### src/design/ctft_pkg.sv
`timescale 1ns / 1ps
// ----------------------------------------------------------------------------
// ctft_pkg
// Shared types and constants of the change-triggered frame throttle: register
// indexes, verdict codes, field widths and the configuration bundle.
// ----------------------------------------------------------------------------
package ctft_pkg;

    // Field widths of one frame.
    localparam int ID_W      = 11;
    localparam int LEN_W     = 4;
    localparam int PAYLOAD_W = 64;
    localparam int TIME_W    = 32;
    localparam int GAP_W     = 16;
    localparam int BYTES     = PAYLOAD_W / 8;

    // Number of slots that have configuration registers.
    localparam int REG_SLOTS = 2;

    // Default number of slots with state storage.
    localparam int NUM_SLOTS_DEF = 2;

    // Configuration port.
    localparam int CFG_IDX_W  = 3;
    localparam int CFG_DATA_W = 16;
    localparam int SLOTS_W    = 2;

    // Register reset values.
    localparam logic [GAP_W-1:0] MIN_GAP_RST   = 16'd5;
    localparam logic [GAP_W-1:0] HEARTBEAT_RST = 16'd20;

    // Register indexes on the configuration port.
    typedef enum logic [CFG_IDX_W-1:0] {
        REG_SLOTS_IN_USE   = 3'd0,
        REG_SLOT0_ID       = 3'd1,
        REG_SLOT1_ID       = 3'd2,
        REG_SLOT0_MIN_GAP  = 3'd3,
        REG_SLOT0_HEARTBT  = 3'd4,
        REG_SLOT1_MIN_GAP  = 3'd5,
        REG_SLOT1_HEARTBT  = 3'd6
    } cfg_index_t;

    // Verdict codes of one result.
    typedef enum logic [1:0] {
        VERDICT_SUPPRESSED = 2'd0,
        VERDICT_CHANGED    = 2'd1,
        VERDICT_HEARTBEAT  = 2'd2,
        VERDICT_UNKNOWN_ID = 2'd3
    } verdict_t;

    // Configuration bundle handed from the register file to the slot table.
    typedef struct packed {
        logic [SLOTS_W-1:0]                 slots_in_use;
        logic [REG_SLOTS-1:0][ID_W-1:0]     slot_id;
        logic [REG_SLOTS-1:0][GAP_W-1:0]    min_gap_ms;
        logic [REG_SLOTS-1:0][GAP_W-1:0]    heartbeat_ms;
    } cfg_t;

    // One offered frame as held in the input register.
    typedef struct packed {
        logic [ID_W-1:0]      frame_id;
        logic [LEN_W-1:0]     frame_len;
        logic [PAYLOAD_W-1:0] frame_payload;
        logic [TIME_W-1:0]    now_ms;
    } frame_t;

    // Decision for one frame, before the result register.
    typedef struct packed {
        verdict_t             verdict;
        logic [ID_W-1:0]      out_id;
        logic [LEN_W-1:0]     out_len;
        logic [PAYLOAD_W-1:0] out_payload;
    } result_t;

endpackage

### src/design/ctft_frame_if.sv
`timescale 1ns / 1ps
// ----------------------------------------------------------------------------
// ctft_frame_if
// Valid/ready channel that carries one offered CAN frame per transfer.
// ----------------------------------------------------------------------------
interface ctft_frame_if;
    logic                           valid;
    logic                           ready;
    logic [ctft_pkg::ID_W-1:0]      frame_id;
    logic [ctft_pkg::LEN_W-1:0]     frame_len;
    logic [ctft_pkg::PAYLOAD_W-1:0] frame_payload;
    logic [ctft_pkg::TIME_W-1:0]    now_ms;

    modport source (
        output valid, frame_id, frame_len, frame_payload, now_ms,
        input  ready
    );

    modport sink (
        input  valid, frame_id, frame_len, frame_payload, now_ms,
        output ready
    );
endinterface

### src/design/ctft_result_if.sv
`timescale 1ns / 1ps
// ----------------------------------------------------------------------------
// ctft_result_if
// Valid/ready channel that carries one throttle result per transfer.
// ----------------------------------------------------------------------------
interface ctft_result_if;
    logic                           valid;
    logic                           ready;
    ctft_pkg::verdict_t             verdict;
    logic [ctft_pkg::ID_W-1:0]      out_id;
    logic [ctft_pkg::LEN_W-1:0]     out_len;
    logic [ctft_pkg::PAYLOAD_W-1:0] out_payload;

    modport source (
        output valid, verdict, out_id, out_len, out_payload,
        input  ready
    );

    modport sink (
        input  valid, verdict, out_id, out_len, out_payload,
        output ready
    );
endinterface

### src/design/change_triggered_frame_throttle.sv
`timescale 1ns / 1ps
// ----------------------------------------------------------------------------
// change_triggered_frame_throttle
// A frame passes through the input register, then the result register, which
// takes the decision once the result side is free; the slot match, masked
// payload compare and elapsed-time check sit between the two.
// Throughput: one frame per cycle while the result side keeps taking results.
// Reset returns the configuration registers to their defaults and clears all slot state to zero.
// ----------------------------------------------------------------------------
module change_triggered_frame_throttle #(
    parameter int NUM_SLOTS = ctft_pkg::NUM_SLOTS_DEF
) (
    input  logic                            clk,
    input  logic                            rst_n,
    ctft_frame_if.sink                      frame,
    ctft_result_if.source                   result,
    input  logic                            cfg_we,
    input  logic [ctft_pkg::CFG_IDX_W-1:0]  cfg_index,
    input  logic [ctft_pkg::CFG_DATA_W-1:0] cfg_data
);

    ctft_pkg::cfg_t    cfg;
    ctft_pkg::frame_t  in_reg;
    ctft_pkg::result_t decision;
    ctft_pkg::result_t out_reg;
    logic              in_valid_reg;
    logic              out_valid_reg;
    logic              out_free;
    logic              advance;

    // Pipeline control: the result register frees up when its result is taken.
    assign out_free    = !out_valid_reg || result.ready;
    assign advance     = in_valid_reg && out_free;
    assign frame.ready = !in_valid_reg || out_free;

    ctft_cfg_regs u_cfg_regs (
        .clk       (clk),
        .rst_n     (rst_n),
        .cfg_we    (cfg_we),
        .cfg_index (cfg_index),
        .cfg_data  (cfg_data),
        .cfg       (cfg)
    );

    ctft_slot_table #(
        .NUM_SLOTS (NUM_SLOTS)
    ) u_slot_table (
        .clk    (clk),
        .rst_n  (rst_n),
        .cfg    (cfg),
        .frame  (in_reg),
        .commit (advance),
        .result (decision)
    );

    // Valid flags of the two stages.
    always_ff @(posedge clk or negedge rst_n)
    begin
        if (!rst_n)
        begin
            in_valid_reg  <= 1'b0;
            out_valid_reg <= 1'b0;
        end
        else
        begin
            if (frame.ready)
            begin
                in_valid_reg <= frame.valid;
            end
            if (out_free)
            begin
                out_valid_reg <= in_valid_reg;
            end
        end
    end

    // Input register takes a frame on each transfer.
    always_ff @(posedge clk)
    begin
        if (frame.valid && frame.ready)
        begin
            in_reg.frame_id      <= frame.frame_id;
            in_reg.frame_len     <= frame.frame_len;
            in_reg.frame_payload <= frame.frame_payload;
            in_reg.now_ms        <= frame.now_ms;
        end
    end

    // Result register takes the decision when the stage advances.
    always_ff @(posedge clk)
    begin
        if (advance)
        begin
            out_reg <= decision;
        end
    end

    assign result.valid       = out_valid_reg;
    assign result.verdict     = out_reg.verdict;
    assign result.out_id      = out_reg.out_id;
    assign result.out_len     = out_reg.out_len;
    assign result.out_payload = out_reg.out_payload;

endmodule

### src/design/ctft_cfg_regs.sv
`timescale 1ns / 1ps
// ----------------------------------------------------------------------------
// ctft_cfg_regs
// Configuration register file: slot count, slot identifiers and the two gaps
// of each slot, written through a plain indexed write port.
// ----------------------------------------------------------------------------
module ctft_cfg_regs (
    input  logic                            clk,
    input  logic                            rst_n,
    input  logic                            cfg_we,
    input  logic [ctft_pkg::CFG_IDX_W-1:0]  cfg_index,
    input  logic [ctft_pkg::CFG_DATA_W-1:0] cfg_data,
    output ctft_pkg::cfg_t                  cfg
);

    ctft_pkg::cfg_t cfg_reg;
    ctft_pkg::cfg_t cfg_next;

    // Decode one register write.
    always_comb
    begin
        cfg_next = cfg_reg;
        if (cfg_we)
        begin
            unique case (ctft_pkg::cfg_index_t'(cfg_index))
                ctft_pkg::REG_SLOTS_IN_USE:
                    cfg_next.slots_in_use = cfg_data[ctft_pkg::SLOTS_W-1:0];
                ctft_pkg::REG_SLOT0_ID:
                    cfg_next.slot_id[0] = cfg_data[ctft_pkg::ID_W-1:0];
                ctft_pkg::REG_SLOT1_ID:
                    cfg_next.slot_id[1] = cfg_data[ctft_pkg::ID_W-1:0];
                ctft_pkg::REG_SLOT0_MIN_GAP:
                    cfg_next.min_gap_ms[0] = cfg_data[ctft_pkg::GAP_W-1:0];
                ctft_pkg::REG_SLOT0_HEARTBT:
                    cfg_next.heartbeat_ms[0] = cfg_data[ctft_pkg::GAP_W-1:0];
                ctft_pkg::REG_SLOT1_MIN_GAP:
                    cfg_next.min_gap_ms[1] = cfg_data[ctft_pkg::GAP_W-1:0];
                ctft_pkg::REG_SLOT1_HEARTBT:
                    cfg_next.heartbeat_ms[1] = cfg_data[ctft_pkg::GAP_W-1:0];
                default:
                    cfg_next = cfg_reg;
            endcase
        end
    end

    // Register file with its reset values.
    always_ff @(posedge clk or negedge rst_n)
    begin
        if (!rst_n)
        begin
            cfg_reg.slots_in_use <= '0;
            for (int i = 0; i < ctft_pkg::REG_SLOTS; i++)
            begin
                cfg_reg.slot_id[i]      <= '0;
                cfg_reg.min_gap_ms[i]   <= ctft_pkg::MIN_GAP_RST;
                cfg_reg.heartbeat_ms[i] <= ctft_pkg::HEARTBEAT_RST;
            end
        end
        else
        begin
            cfg_reg <= cfg_next;
        end
    end

    assign cfg = cfg_reg;

endmodule

### src/design/ctft_slot_table.sv
`timescale 1ns / 1ps
// ----------------------------------------------------------------------------
// ctft_slot_table
// Per-slot state (last offered payload, last send time), identifier match,
// change detection and gap check. The state of the matched slot is updated
// when the decision is committed to the result register.
// ----------------------------------------------------------------------------
module ctft_slot_table #(
    parameter int NUM_SLOTS = ctft_pkg::NUM_SLOTS_DEF
) (
    input  logic              clk,
    input  logic              rst_n,
    input  ctft_pkg::cfg_t    cfg,
    input  ctft_pkg::frame_t  frame,
    input  logic              commit,
    output ctft_pkg::result_t result
);

    logic [NUM_SLOTS-1:0][ctft_pkg::PAYLOAD_W-1:0] last_payload_reg;
    logic [NUM_SLOTS-1:0][ctft_pkg::TIME_W-1:0]    last_send_reg;

    logic [NUM_SLOTS-1:0]            hit;
    logic                            found;
    logic [ctft_pkg::PAYLOAD_W-1:0]  sel_payload;
    logic [ctft_pkg::TIME_W-1:0]     sel_send;
    logic [ctft_pkg::GAP_W-1:0]      sel_min_gap;
    logic [ctft_pkg::GAP_W-1:0]      sel_heartbeat;
    logic [ctft_pkg::LEN_W-1:0]      len_c;
    logic [ctft_pkg::PAYLOAD_W-1:0]  mask;
    logic                            same;
    logic [ctft_pkg::TIME_W-1:0]     elapsed;
    logic                            send;

    // First matching enabled slot wins; slots past the slot count are off.
    always_comb
    begin
        found         = 1'b0;
        hit           = '0;
        sel_payload   = '0;
        sel_send      = '0;
        sel_min_gap   = '0;
        sel_heartbeat = '0;
        for (int i = 0; i < NUM_SLOTS; i++)
        begin
            if (!found && (ctft_pkg::SLOTS_W'(i) < cfg.slots_in_use)
                && (cfg.slot_id[i] == frame.frame_id))
            begin
                found         = 1'b1;
                hit[i]        = 1'b1;
                sel_payload   = last_payload_reg[i];
                sel_send      = last_send_reg[i];
                sel_min_gap   = cfg.min_gap_ms[i];
                sel_heartbeat = cfg.heartbeat_ms[i];
            end
        end
    end

    // Length above eight bytes counts as eight; one mask byte per valid byte.
    always_comb
    begin
        len_c = (frame.frame_len > ctft_pkg::LEN_W'(ctft_pkg::BYTES))
              ? ctft_pkg::LEN_W'(ctft_pkg::BYTES) : frame.frame_len;
        for (int b = 0; b < ctft_pkg::BYTES; b++)
        begin
            mask[b*8 +: 8] = {8{ctft_pkg::LEN_W'(b) < len_c}};
        end
    end

    // Change detection and gap check with modular elapsed time.
    always_comb
    begin
        same    = ((frame.frame_payload ^ sel_payload) & mask) == '0;
        elapsed = frame.now_ms - sel_send;
        if (same)
        begin
            send = elapsed >= ctft_pkg::TIME_W'(sel_heartbeat);
        end
        else
        begin
            send = elapsed >= ctft_pkg::TIME_W'(sel_min_gap);
        end
    end

    // Result fields; a frame that is not sent shows zero id, length and payload.
    always_comb
    begin
        result = '0;
        if (!found)
        begin
            result.verdict = ctft_pkg::VERDICT_UNKNOWN_ID;
        end
        else if (send)
        begin
            result.verdict     = same ? ctft_pkg::VERDICT_HEARTBEAT
                                      : ctft_pkg::VERDICT_CHANGED;
            result.out_id      = frame.frame_id;
            result.out_len     = len_c;
            result.out_payload = frame.frame_payload & mask;
        end
        else
        begin
            result.verdict = ctft_pkg::VERDICT_SUPPRESSED;
        end
    end

    // Slot state: payload always stored on a match, send time only on a send.
    always_ff @(posedge clk or negedge rst_n)
    begin
        if (!rst_n)
        begin
            last_payload_reg <= '0;
            last_send_reg    <= '0;
        end
        else if (commit)
        begin
            for (int i = 0; i < NUM_SLOTS; i++)
            begin
                if (hit[i])
                begin
                    last_payload_reg[i] <= frame.frame_payload;
                    if (send)
                    begin
                        last_send_reg[i] <= frame.now_ms;
                    end
                end
            end
        end
    end

endmodule
### src/flat_wrapper.sv
// flat-port wrapper written by rule: the top's interface ports become plain ports
module change_triggered_frame_throttle_flat 
#(
    parameter int NUM_SLOTS = ctft_pkg::NUM_SLOTS_DEF
)
  (clk, rst_n, cfg_we, cfg_index, cfg_data, frame_valid, frame_frame_id, frame_frame_len, frame_frame_payload, frame_now_ms, frame_ready, result_valid, result_verdict, result_out_id, result_out_len, result_out_payload, result_ready);
  ctft_frame_if frame_i ();
  ctft_result_if result_i ();
  input  logic clk;
  input  logic rst_n;
  input  logic cfg_we;
  input  logic [ctft_pkg::CFG_IDX_W-1:0] cfg_index;
  input  logic [ctft_pkg::CFG_DATA_W-1:0] cfg_data;
  input wire logic [$bits(frame_i.valid)-1:0] frame_valid;
  input wire logic [$bits(frame_i.frame_id)-1:0] frame_frame_id;
  input wire logic [$bits(frame_i.frame_len)-1:0] frame_frame_len;
  input wire logic [$bits(frame_i.frame_payload)-1:0] frame_frame_payload;
  input wire logic [$bits(frame_i.now_ms)-1:0] frame_now_ms;
  output wire logic [$bits(frame_i.ready)-1:0] frame_ready;
  output wire logic [$bits(result_i.valid)-1:0] result_valid;
  output wire logic [$bits(result_i.verdict)-1:0] result_verdict;
  output wire logic [$bits(result_i.out_id)-1:0] result_out_id;
  output wire logic [$bits(result_i.out_len)-1:0] result_out_len;
  output wire logic [$bits(result_i.out_payload)-1:0] result_out_payload;
  input wire logic [$bits(result_i.ready)-1:0] result_ready;
  assign frame_i.valid = frame_valid;
  assign frame_i.frame_id = frame_frame_id;
  assign frame_i.frame_len = frame_frame_len;
  assign frame_i.frame_payload = frame_frame_payload;
  assign frame_i.now_ms = frame_now_ms;
  assign frame_ready = frame_i.ready;
  assign result_valid = result_i.valid;
  assign result_verdict = result_i.verdict;
  assign result_out_id = result_i.out_id;
  assign result_out_len = result_i.out_len;
  assign result_out_payload = result_i.out_payload;
  assign result_i.ready = result_ready;
  change_triggered_frame_throttle #(.NUM_SLOTS(NUM_SLOTS)) u_core (.clk(clk), .rst_n(rst_n), .frame(frame_i), .result(result_i), .cfg_we(cfg_we), .cfg_index(cfg_index), .cfg_data(cfg_data));
endmodule
### config.mk
export PLATFORM = sky130hd
export DESIGN_NAME = change_triggered_frame_throttle_flat
export DESIGN_NICKNAME = d
export VERILOG_FILES = /design/src/design/ctft_pkg.sv /design/src/design/ctft_frame_if.sv /design/src/design/ctft_result_if.sv /design/src/design/change_triggered_frame_throttle.sv /design/src/design/ctft_cfg_regs.sv /design/src/design/ctft_slot_table.sv /design/src/flat_wrapper.sv
export SDC_FILE = /design/constraint.sdc
export NUM_CORES = 1
export LEC_CHECK = 0
export ABC_AREA = 1
export CAP_MARGIN = 25
export CORE_MARGIN = 8
export CORE_UTILIZATION = 45
export DETAILED_ROUTE_END_ITERATION = 8
export DONT_BUFFER_PORTS = 1
export SLEW_MARGIN = 20
export SYNTH_ARGS = -nofsm -noshare
export SYNTH_HDL_FRONTEND = slang
export SYNTH_SLANG_ARGS = --single-unit
### constraint.sdc
create_clock -name clk -period 6.2 [get_ports clk]
set_input_delay 0.93 -clock clk [delete_from_list [all_inputs] [get_ports clk]]
set_output_delay 0.93 -clock clk [all_outputs]
set_load 0.03 [all_outputs]
Word-level counts from Yosys, hierarchy flattened
Cells that the tools add are included.
{ "totals": {"reg_bits": 474, "inputBits": 135, "elab_cells": 85} }
{ "op_classes": {"addsub": 1, "magnitude_cmp": 13, "eq_ne": 8, "n_mux": 15, "bitwise_logic": 3, "n_reduce_logical": 24} }
{ "op_table": {"columns": ["cell", "count"], "rows": [
  ["$and 64x64->64", 2],
  ["$mux 64", 2],
  ["$ge 32x16->1", 2],
  ["$logic_not 64->1", 1],
  ["$mux 16", 4],
  ["$mux 32", 2],
  ["$xor 64x64->64", 1],
  ["$sub 32x32->32", 1],
  ["$eq 11x11->1", 2],
  ["$reduce_and 2->1", 10],
  ["$lt 3x4->1 const A", 4],
  ["$eq 3x3->1 const B", 3],
  ["$lt 1x4->1 const A", 2],
  ["$lt 2x4->1 const A", 2],
  ["$eq 3x2->1 const B", 2],
  ["$reduce_and 3->1", 2],
  ["$logic_and 1x1->1", 5],
  ["$gt 4x4->1 const B", 1],
  ["$lt 1x2->1 const A", 2],
  ["$mux 1", 4],
  ["$mux 2", 2],
  ["$mux 4", 1],
  ["$eq 3x1->1 const B", 1],
  ["$logic_not 1->1", 3],
  ["other kinds (2)", 3]
]} }

Depth between registers and ports, before layout
{ "logic_depth": {"ltp_word": 12, "ltp_mapped": 38} }

Modules after synthesis
A second synthesis with hierarchy kept.
{ "unflattened": {"cells_unflattened": 2771, "area_unflattened_um2": 23502.5} }
{ "modules_own_cells": {"columns": ["module", "n_inst", "cells_each", "area_per_inst_um2"], "rows": [
  ["ctft_slot_table", 1, 2174, 14129.8],
  ["change_triggered_frame_throttle", 1, 204, 5860.6],
  ["ctft_cfg_regs", 1, 393, 3512.1]
]} }

Worst setup path after synthesis
Ideal clock, no wire load.
{ "synth_timing": {"kind": "register to register", "from": "register u_core.in_reg[110] (netlist bit)", "to": "register u_core.out_reg (netlist bit u_core.result.out_id[0]), data pin", "setup_ps": 256, "t_arrival_ps": 4528, "slack_ps": 1416, "path_stages_with_launch": 32, "n_path_buf": 3, "path_cell_list": "edfxtp_1 -> xnor2_1 -> nand2_1 -> nor2_1 -> nand2_1 -> nor2_4 -> buf_2 -> nand2_1 -> inv_2 -> clkbuf_1 -> a22o_1 -> ha_1 -> inv_1 -> fa_1 -> nand3_1 -> nand2_1 -> a21o_1 -> a21oi_1 -> xnor2_1 -> ha_1 -> inv_1 -> nor3_1 -> a211oi_1 -> nand2_1 -> nand4_1 -> o211ai_1 -> nand3b_1 -> nand2_1 -> nand2_1 -> nand2_1 -> buf_2 -> nor2_1"} }
{ "synth_between": {"elab_chain_cells": 12, "elab_cells_between_ends": 24} }
{ "synth_lines": {"columns": ["element", "line", "text"], "rows": [
  ["from (decl)", "change_triggered_frame_throttle.sv:23", "ctft_pkg::frame_t in_reg;"],
  ["branches (longest 11 deep; another with $sub 32x32->32)", null, null],
  ["$reduce_and 2->1 (no source line) *", null, null],
  ["to (signal assigned)", "change_triggered_frame_throttle.sv:94", "out_reg <= decision;"],
  ["to (decl)", "change_triggered_frame_throttle.sv:25", "ctft_pkg::result_t out_reg;"]
]} }
Mark *: on every way between the ends.
A chain may end at the register's enable or synchronous reset.

Final worst setup path
{ "layout_timing": {"from": "register u_core.in_reg[110] (netlist bit)", "to": "register u_core.out_reg (netlist bit u_core.result.out_id[3]), data pin"} }
Same word-level chain as after synthesis.

==> reports/results.ini <==
[placed_design]
hpwl_um=42300
io_buffers=0
dp_cells=3283
globalplace.congestion=0.908
pre_cts_slack_ns=0.554

[synth]
synth_edf_count=192
synthAdderAreaFrac_pct=3.50
synth_xor_area_share_pct=0.872
synth_top_family_by_area=simple AND/OR/NAND/NOR gates
seq_area_frac_synth_pct=55.5
synth_compound_area_share_pct=9.52
ys_warn_count=0
syn_area_per_cell_um2=8.59
ys_ff_latch=474
syn_nets=2889
synthMuxAreaShare_pct=0
synth-simple-area-share_pct=24.2
syn_area_mm2=0.0231
synthArstFlopShare_pct=59.5
synth_ff_type=dfrtp_1
synth.distinct_cells=37
synthCells=2690

[status]
status=finished clean

[floorplan]
die_w_um=243
core-area_mm2=0.0511
initial_utilization_pct=45.2
rows=83
io_pins=218
dieHeight_um=243
die-area_mm2=0.0589

[pwr]
sw_frac_of_total_pct=26.7
seqPwrFrac_pct=50.1
intPower_mw=5.63
combPwrFrac_pct=8.8
ir_drop_v=0.000197
clock_power_share_pct=41.1
p_leak_nw=11.9
p_switching_mw=2.05
power_density_mw_per_mm2=302

[cts]
htree_num_levels=2
cts_tree=done
clock-sinks=474
clk_pin_slew_ns=0.06
cts_buffers=52
clk_latency_ns=0.61
clock_path_buffers=3
cts_root_buf=clkbuf_16

[worst_setup_path]
start_kind=register
crit_top_cell=nand2_1
arrival_ns=5.84
path_class=register to register
worstPathMaxFanout=69
slowest_delay_ns=0.44
cp.required_ns=6.53
end_kind=register
slowest_stage=edfxtp_1

[layout]
final_util_pct=49.8
layout_common_cells=nand2_1, dfrtp_1, nand3_1, inv_1, o21ai_0
n_fill_cell=4795
final_common_cell=nand2_1
finalNetCount=2858
multi_input_area_mm2=0.00881
final_cells=3386
layout-area-overhead-vs-synth_pct=10.1
drive_above_1_share_pct=5.48
final-seq-area_mm2=0.0128
largest_reg_flops=128

[worst_hold_path]
hold_path.class=input pin to asynchronous set/reset pin

[global_routing]
antenna_found_initial=8
grt_overflow_total=0
grt_use_total_pct=20.8
grt_max_degree=283
grt_pass1_vias=17698
grt_pass1_wl_um=98800

[routing]
routed_wirelength_um=62800
first_pass_iters=6
drt_iter0_drc=1428
drtAntennaViolNets=0
post_drt_wl_per_cell_um=18.5
drcViolationCount=0
vias_per_cell=5.29
num_vias=17908

[sta]
fin_ws_ns=0.683
maxSlewViolCount=0
rsz0062_at_grt=no
finalHoldViolCount=0
skew_ns=0.0343
setup_viol=0
timing.hold.ws_ns=0.0372
worst_pin_slew_ns=1.31
fmax_mhz=181
slew_headroom_pct=12.7
finalCriticalPeriod_ns=5.52
fin_crit_sh_pct=89.0
finalSetupTns_ns=0

[run]
maxCapViolCount=0

-- area by class of cell --
type                    instances  share of cell area, %
multi-input cells            1844                   34.6
repair buffers                 25                  0.845
well taps                     680                   3.34
clock inverters                42                   1.66
inverters                     262                   3.90
clock buffers                  55                   5.20
diodes                          4                 0.0393
flip-flops and latches        474                   50.4
-- worst paths after layout --
path | end | startpoint | cells after the start | slack [ns]
setup / recovery | u_core.result.out_id[3] | u_core.in_reg[110] | 28 | 0.68
hold / removal | u_core.u_slot_table.last_payload_reg[64] | rst_n | 0 | 0.04
setup reg to reg | u_core.result.out_id[3] | u_core.in_reg[110] | 28 | 0.68
hold reg to reg | u_core.u_slot_table.last_send_reg[17] | u_core.u_slot_table.last_send_reg[17] | 2 | 0.47
max in group asynchronous | u_core.u_cfg_regs.cfg[33] | rst_n | 0 | 5.10
min in group clk | u_core.in_reg[98] | frame_frame_len[2] | 0 | 0.41
-- cell usage after synthesis (2+ instances only) --
| library cell | instances | area share (%) |
|---|---|---|
| a21boi_0 | 2 | 0.065 |
| a21o_1 | 8 | 0.26 |
| a22o_1 | 63 | 2.4 |
| o21bai_1 | 6 | 0.19 |
| nand4_1 | 10 | 0.27 |
| dfrtp_1 | 274 | 30 |
| dfstp_2 | 8 | 0.91 |
| o21ai_0 | 236 | 5.1 |
| xnor2_1 | 8 | 0.30 |
| ha_1 | 63 | 3.4 |
| a21oi_1 | 52 | 1.1 |
| o21ai_1 | 5 | 0.11 |
| inv_2 | 12 | 0.19 |
| o211ai_1 | 3 | 0.097 |
| nand2_1 | 897 | 15 |
| inv_1 | 249 | 4.0 |
| nand3b_1 | 2 | 0.065 |
| buf_6 | 4 | 0.19 |
| o21a_1 | 2 | 0.065 |
| a211oi_1 | 2 | 0.065 |
| nand3_1 | 273 | 5.9 |
| buf_2 | 28 | 0.61 |
| nor3_1 | 13 | 0.28 |
| xor2_1 | 15 | 0.57 |
| buf_4 | 7 | 0.23 |
| nor2_1 | 176 | 2.9 |
| edfxtp_1 | 192 | 25 |
| clkbuf_1 | 71 | 1.2 |
-- cell families (layout without fill, tap and decap cells) --
group | after synthesis | in the layout
AO/OA/AOI/OAI | 380 | 380
other | 0 | 4
adder cells (fa/ha/maj) | 64 | 64
AND/OR/NAND/NOR | 1377 | 1377
XOR/XNOR | 23 | 23
buffers and inverters | 372 | 384
flip-flops | 474 | 474
-- through the flow --
step / cell area (um^2) / total power [mW]
after global placement: 23700 / 4.56
after detailed placement: 23700 / 4.58
after CTS: 25400 / 7.77
after global routing: 25500 / 8.02
after floorplan: 23100 / 4.35
final: 25500 / 7.68
-- power groups by stage --
stage / Combinational [mW] / Sequential [mW] / Clock, mW
after floorplan: 0.512 / 3.84 / 0
after global placement: 0.664 / 3.90 / 0
after detailed placement: 0.679 / 3.91 / 0
after CTS: 0.682 / 3.85 / 3.24
after global routing: 0.791 / 3.87 / 3.36
final: 0.678 / 3.85 / 3.16
-- layer usage --
| layer | global-route usage (%) | up-vias | share of wire (%) |
|---|---|---|---|
| met5 | 0 | - | 0.018 |
| met4 | 6.19 | 2 | 2.3 |
| met3 | 3.80 | 88 | 5.0 |
| met2 | 35.3 | 471 | 49 |
| met1 | 27.0 | 8578 | 44 |
| li1 | - | 8769 | - |
-- timing repair --
action | 4_1_cts | 5_1_grt
endpoints found under the setup margin | 0 | 1
gates resized for setup | 0 | 1
hold buffers | 0 | 0
hold endpoints to repair | 0 | 0
buffers inserted | 0 | 0
-- critical path, delay by kind of cell (launching register included) --
kind / cells / cell delay [ns]
compound gates: 7 / 1.38
xor+xnor: 2 / 0.47
fa+ha+maj: 2 / 0.62
buf+inv: 4 / 0.86
flops: 1 / 0.44
simple gates: 13 / 1.42
No activity file was read; power rests on OpenSTA's default activity.
